===== src/hw/rtl/fam_pkg.sv =====
package fam_pkg;

  localparam int SECTOR_BYTES = 256;
  localparam int SECTOR_TOTAL = 16;
  localparam int ALIGN_BYTES = 4;
  localparam int ARRAY_BYTES = SECTOR_BYTES * SECTOR_TOTAL;

  localparam int LANES = 8;
  localparam int LANE_W = $clog2(LANES);
  localparam int ROWS = ARRAY_BYTES / LANES;
  localparam int ROW_W = $clog2(ROWS);
  localparam int ROWS_PER_SECTOR = SECTOR_BYTES / LANES;
  localparam int SECT_OFF_W = $clog2(SECTOR_BYTES);

  localparam int OP_W = 2;
  localparam int ADDR_W = 12;
  localparam int COUNT_W = 5;
  localparam int DATA_W = 64;
  localparam int STATUS_W = 2;
  localparam int DONE_W = 4;
  localparam int BYTE_W = 8;
  localparam int MAX_XFER = 8;

  localparam logic [OP_W-1:0] OP_ERASE = 2'd0;
  localparam logic [OP_W-1:0] OP_READ = 2'd1;
  localparam logic [OP_W-1:0] OP_WRITE = 2'd2;

  localparam logic [STATUS_W-1:0] STAT_OK = 2'd0;
  localparam logic [STATUS_W-1:0] STAT_INVALID = 2'd1;
  localparam logic [STATUS_W-1:0] STAT_RANGE = 2'd2;
  localparam logic [STATUS_W-1:0] STAT_WRITTEN = 2'd3;

  localparam logic [BYTE_W-1:0] RESET_FILL = 8'hFF;

endpackage


===== src/hw/rtl/fam_ram.sv =====
module fam_ram
  import fam_pkg::*;
(
  input  logic              clk,
  input  logic              we,
  input  logic [ROW_W-1:0]  waddr,
  input  logic [BYTE_W-1:0] wdata,
  input  logic              re,
  input  logic [ROW_W-1:0]  raddr,
  output logic [BYTE_W-1:0] rdata
);

  logic [BYTE_W-1:0] mem [ROWS];

  always_ff @(posedge clk) begin
    if (we) begin
      mem[waddr] <= wdata;
    end
  end

  always_ff @(posedge clk) begin
    if (re) begin
      rdata <= mem[raddr];
    end
  end

endmodule


===== config.mk =====
export PLATFORM = sky130hd
export DESIGN_NAME = fam_ram
export DESIGN_NICKNAME = d
export VERILOG_FILES = /design/src/hw/rtl/fam_pkg.sv /design/src/hw/rtl/fam_ram.sv
export SDC_FILE = /design/constraint.sdc
export NUM_CORES = 2
export LEC_CHECK = 0
export ABC_AREA = 1
export ABC_CLOCK_PERIOD_IN_PS = 4100
export BUFFER_PORTS_ARGS = -buffer_cell sky130_fd_sc_hd__buf_2
export CELL_PAD_IN_SITES_DETAIL_PLACEMENT = 0
export CELL_PAD_IN_SITES_GLOBAL_PLACEMENT = 1
export CORE_MARGIN = 2
export CORE_UTILIZATION = 45
export CTS_BUF_LIST = sky130_fd_sc_hd__clkbuf_8
export CTS_CLUSTER_DIAMETER = 30
export CTS_CLUSTER_SIZE = 30
export DETAILED_ROUTE_END_ITERATION = 8
export PLACE_DENSITY = 0.73
export SLEW_MARGIN = 15
export SYNTH_ARGS = -nofsm -noshare
export SYNTH_HDL_FRONTEND = slang
export SYNTH_SLANG_ARGS = --single-unit

===== constraint.sdc =====
create_clock -name clk -period 4.1 [get_ports clk]
set_input_delay 0 -clock clk [delete_from_list [all_inputs] [get_ports clk]]
set_output_delay 0 -clock clk [all_outputs]
set_load 0.05 [all_outputs]

==> results_dict.tcl <==
set metrics [dict create \
    outcome "finished clean" \
    htree_num_levels 6 \
    period_needed_ns 3.56 \
    layout_commonest_cell "nand2_1" \
    p_switching_mw 23.2 \
    grt_pass1_wl_mm 713 \
    ys_ff_latch 4104 \
    final_cells 19709 \
    p_sw_share_pct 24.3 \
    portBuffers 36 \
    seqPwrFrac_pct 48.4 \
    placed_cells 18213 \
    dr.pass1.iters 6 \
    grt_antenna_before_repair 22 \
    ys_warn_count 0 \
    finalCritPeriodShare_pct 86.8 \
    min-delay-start "raddr[2]" \
    timing.critical_path.buf_inv 8 \
    cts_tree "built" \
    crit_fanout 49 \
    final_hold_viol_count 0 \
    slew_headroom_pct 23.0 \
    synth_fp_nets 13920 \
    finClkSkew_ns 0.102 \
    p_comb_share_pct 5.8 \
    maxCapViolations 0 \
    holdPathStages 9 \
    grt_usage_pct 25.6 \
    worst_ep_required_time_ns 5.11 \
    ctsResizeCount 0 \
    setup_slack_ns 0.540 \
    p_per_area_nw_per_um2 503 \
    synth.distinct_cells 15 \
    die_width_um 613 \
    wl_per_cell_um 24.8 \
    via_per_inst 5.57 \
    worstPathCellList "dlygate4sd3_1 > buf_8 > inv_8 > buf_4 > buf_4 > nand3_1 > nand3_1 > nand3_1 > nand3_1 > dlygate4sd3_1 > nand3_1 > dlygate4sd3_1 > nand3_1 > nand2_1 > dlygate4sd3_1" \
    dieHeight_um 613 \
    place.gp.congestion 0.835 \
    core_area_sq_um 369000 \
    r2r_cells 12 \
    hold_path_class "input port to flop" \
    cts_sinks 4104 \
    overflow 0 \
    grt_max_degree 190 \
    clk_pin_slew_worst_paths_ns 0.06 \
    setup_viol 0 \
    setup.worst_path.class "input port to flop" \
    worst_hold_path.endpoint "rdata[2]" \
    crit_arrival_ns 4.57 \
    routed_wl_mm 489 \
    leakage_nw 66.3 \
    ir_drop_mv 0.347 \
    placed_area_sq_um 172000 \
    drc 0 \
    reg2reg_slack_ns 0.62 \
    first_global_vias 105136 \
    cts_root_buffer "clkbuf_8" \
    place_hpwl_mm 271 \
    reg2reg_to "rdata[7]" \
    r2r_start "mem[321][7]" \
    crit_family "buffers and inverters" \
    slew_violations 0 \
    ant_nets 0 \
    timing.fmax_mhz 281 \
    layout_common_cells "4,145 x nand2_1, 4,104 x edfxtp_1, 4,080 x nand3_1" \
    fin_util_pct 51.5 \
    max_stage_delay_ns 0.60 \
    worst_pin_slew_ns 1.15 \
    rows 223 \
    syn2layout_area_growth_pct 13.8 \
    synth_area_per_cell_sq_um 12.0 \
    rsz0062_at_grt "false" \
    p_int_mw 72.3 \
    tns_ns 0 \
    vias 109812 \
    clock_power_share_pct 45.8 \
    worstSetupStartpointType "input port" \
    cpMaxStageDelayCell "dlygate4sd3_1" \
    synth.cell_area_sq_um 167000 \
    ios 37 \
    post-place-ws_ns 0.867 \
    numCtsBuffers 770 \
    clk_latency_ns 1.26 \
    final_area_sq_um 190000 \
    design.die.area_sq_um 376000 \
    initial_utilization_pct 45.2 \
    layout-drive-gt1-share_pct 10.9 \
    cts_buffer_depth 4 \
    nNetsFinal 14125 \
    drt_iter0_markers 12557 \
    cts_setup_buffers 0 \
    end_kind "flop" \
    path_common_cell "nand3_1" \
    syn_inst 13891 \
    seq_area_frac_synth_pct 73.9 \
]
==> synth_stat cells <==
cell type  number  area share [%]
nor3_1         11           0.033
inv_2           3          0.0068
nand2_1      4160             9.4
buf_1          82            0.18
buf_2         517             1.6
buf_6          72            0.49
buf_4         123            0.55
nor2_1        514             1.2
buf_8           4           0.036
nand3_1      4080              12
edfxtp_1     4104              74
buf_12          1           0.012
inv_1          34           0.077
inv_4           2          0.0075
clkbuf_1      184            0.41
==> what timing repair did <==
action	in CTS	in global routing
endpoints found under the setup margin	0	0
endpoints found under the hold margin	5345	0
hold buffers	61	0
==> cells by family (layout without fill, tap and decap cells) <==
| kind of cell | Yosys count | after routing | share of synthesized area [%] |
|---|---|---|---|
| other | 0 | 6 | 0 |
| DFF | 4104 | 4104 | 73.9 |
| buffers and inverters | 1022 | 1884 | 3.33 |
| and+or+nand+nor | 8765 | 8765 | 22.8 |
==> power groups by stage <==
stage	Sequential [mW]	Combinational, mW	Clock [mW]
floorplan	47.1	2.86	0
global placement	47.1	5.34	0
detailed placement	47.1	5.37	0
CTS	46.3	5.49	44.1
global route	46.2	5.90	46.1
finish	46.3	5.51	43.7
==> area by class of cell <==
class / count / area [sq um]
Clock inverter: 653 / 6460
Sequential cell: 4104 / 123000
Inverter: 39 / 203
Antenna cell: 6 / 15.0
Multi-Input combinational cell: 8765 / 38200
Tap cell: 4950 / 6190
Timing Repair Buffer: 416 / 4930
Fill cell: 31938 / 179000
Clock buffer: 776 / 10700
==> state kept, by name, summed over array words and instances (netlist names) <==
name and flops:
mem 4096, rdata 8
==> worst max path at each step <==
stage | cells after the start | end | startpoint
after floorplan | 7 | mem[212][0] | waddr[4]
after global placement | 14 | rdata[7] | raddr[0]
after detailed placement | 14 | rdata[7] | raddr[0]
after CTS | 12 | rdata[7] | mem[321][7]
after global routing | 15 | rdata[0] | raddr[3]
final | 15 | rdata[3] | raddr[3]
==> layer usage <==
metal / routed length (um) / GRT usage, % / vias to the layer above / part of all wire [%]
li1: - / - / 50174 / -
met1: 203000 / 35.7 / 54010 / 41
met2: 229000 / 40.4 / 4771 / 47
met3: 39800 / 4.46 / 845 / 8.1
met4: 17400 / 9.14 / 12 / 3.6
met5: 96 / 0 / - / 0.020
==> metrics by stage <==
stage          hold slack, ns  total power [mW]
2_1_floorplan          0.0989              50.0
3_3_place_gp            0.446              52.5
3_5_place_dp            0.450              52.5
4_1_cts                0.0316              95.9
5_1_grt                 0.136              98.3
6_report                0.184              95.5
==> worst register-to-register path, delay by kind of cell (launching register included) <==
family,cells,cell delay [ns]
simple gates,10,1.75
buf+inv,2,1.12
flops,1,0.36
No activity file was read; power rests on OpenSTA's default activity.
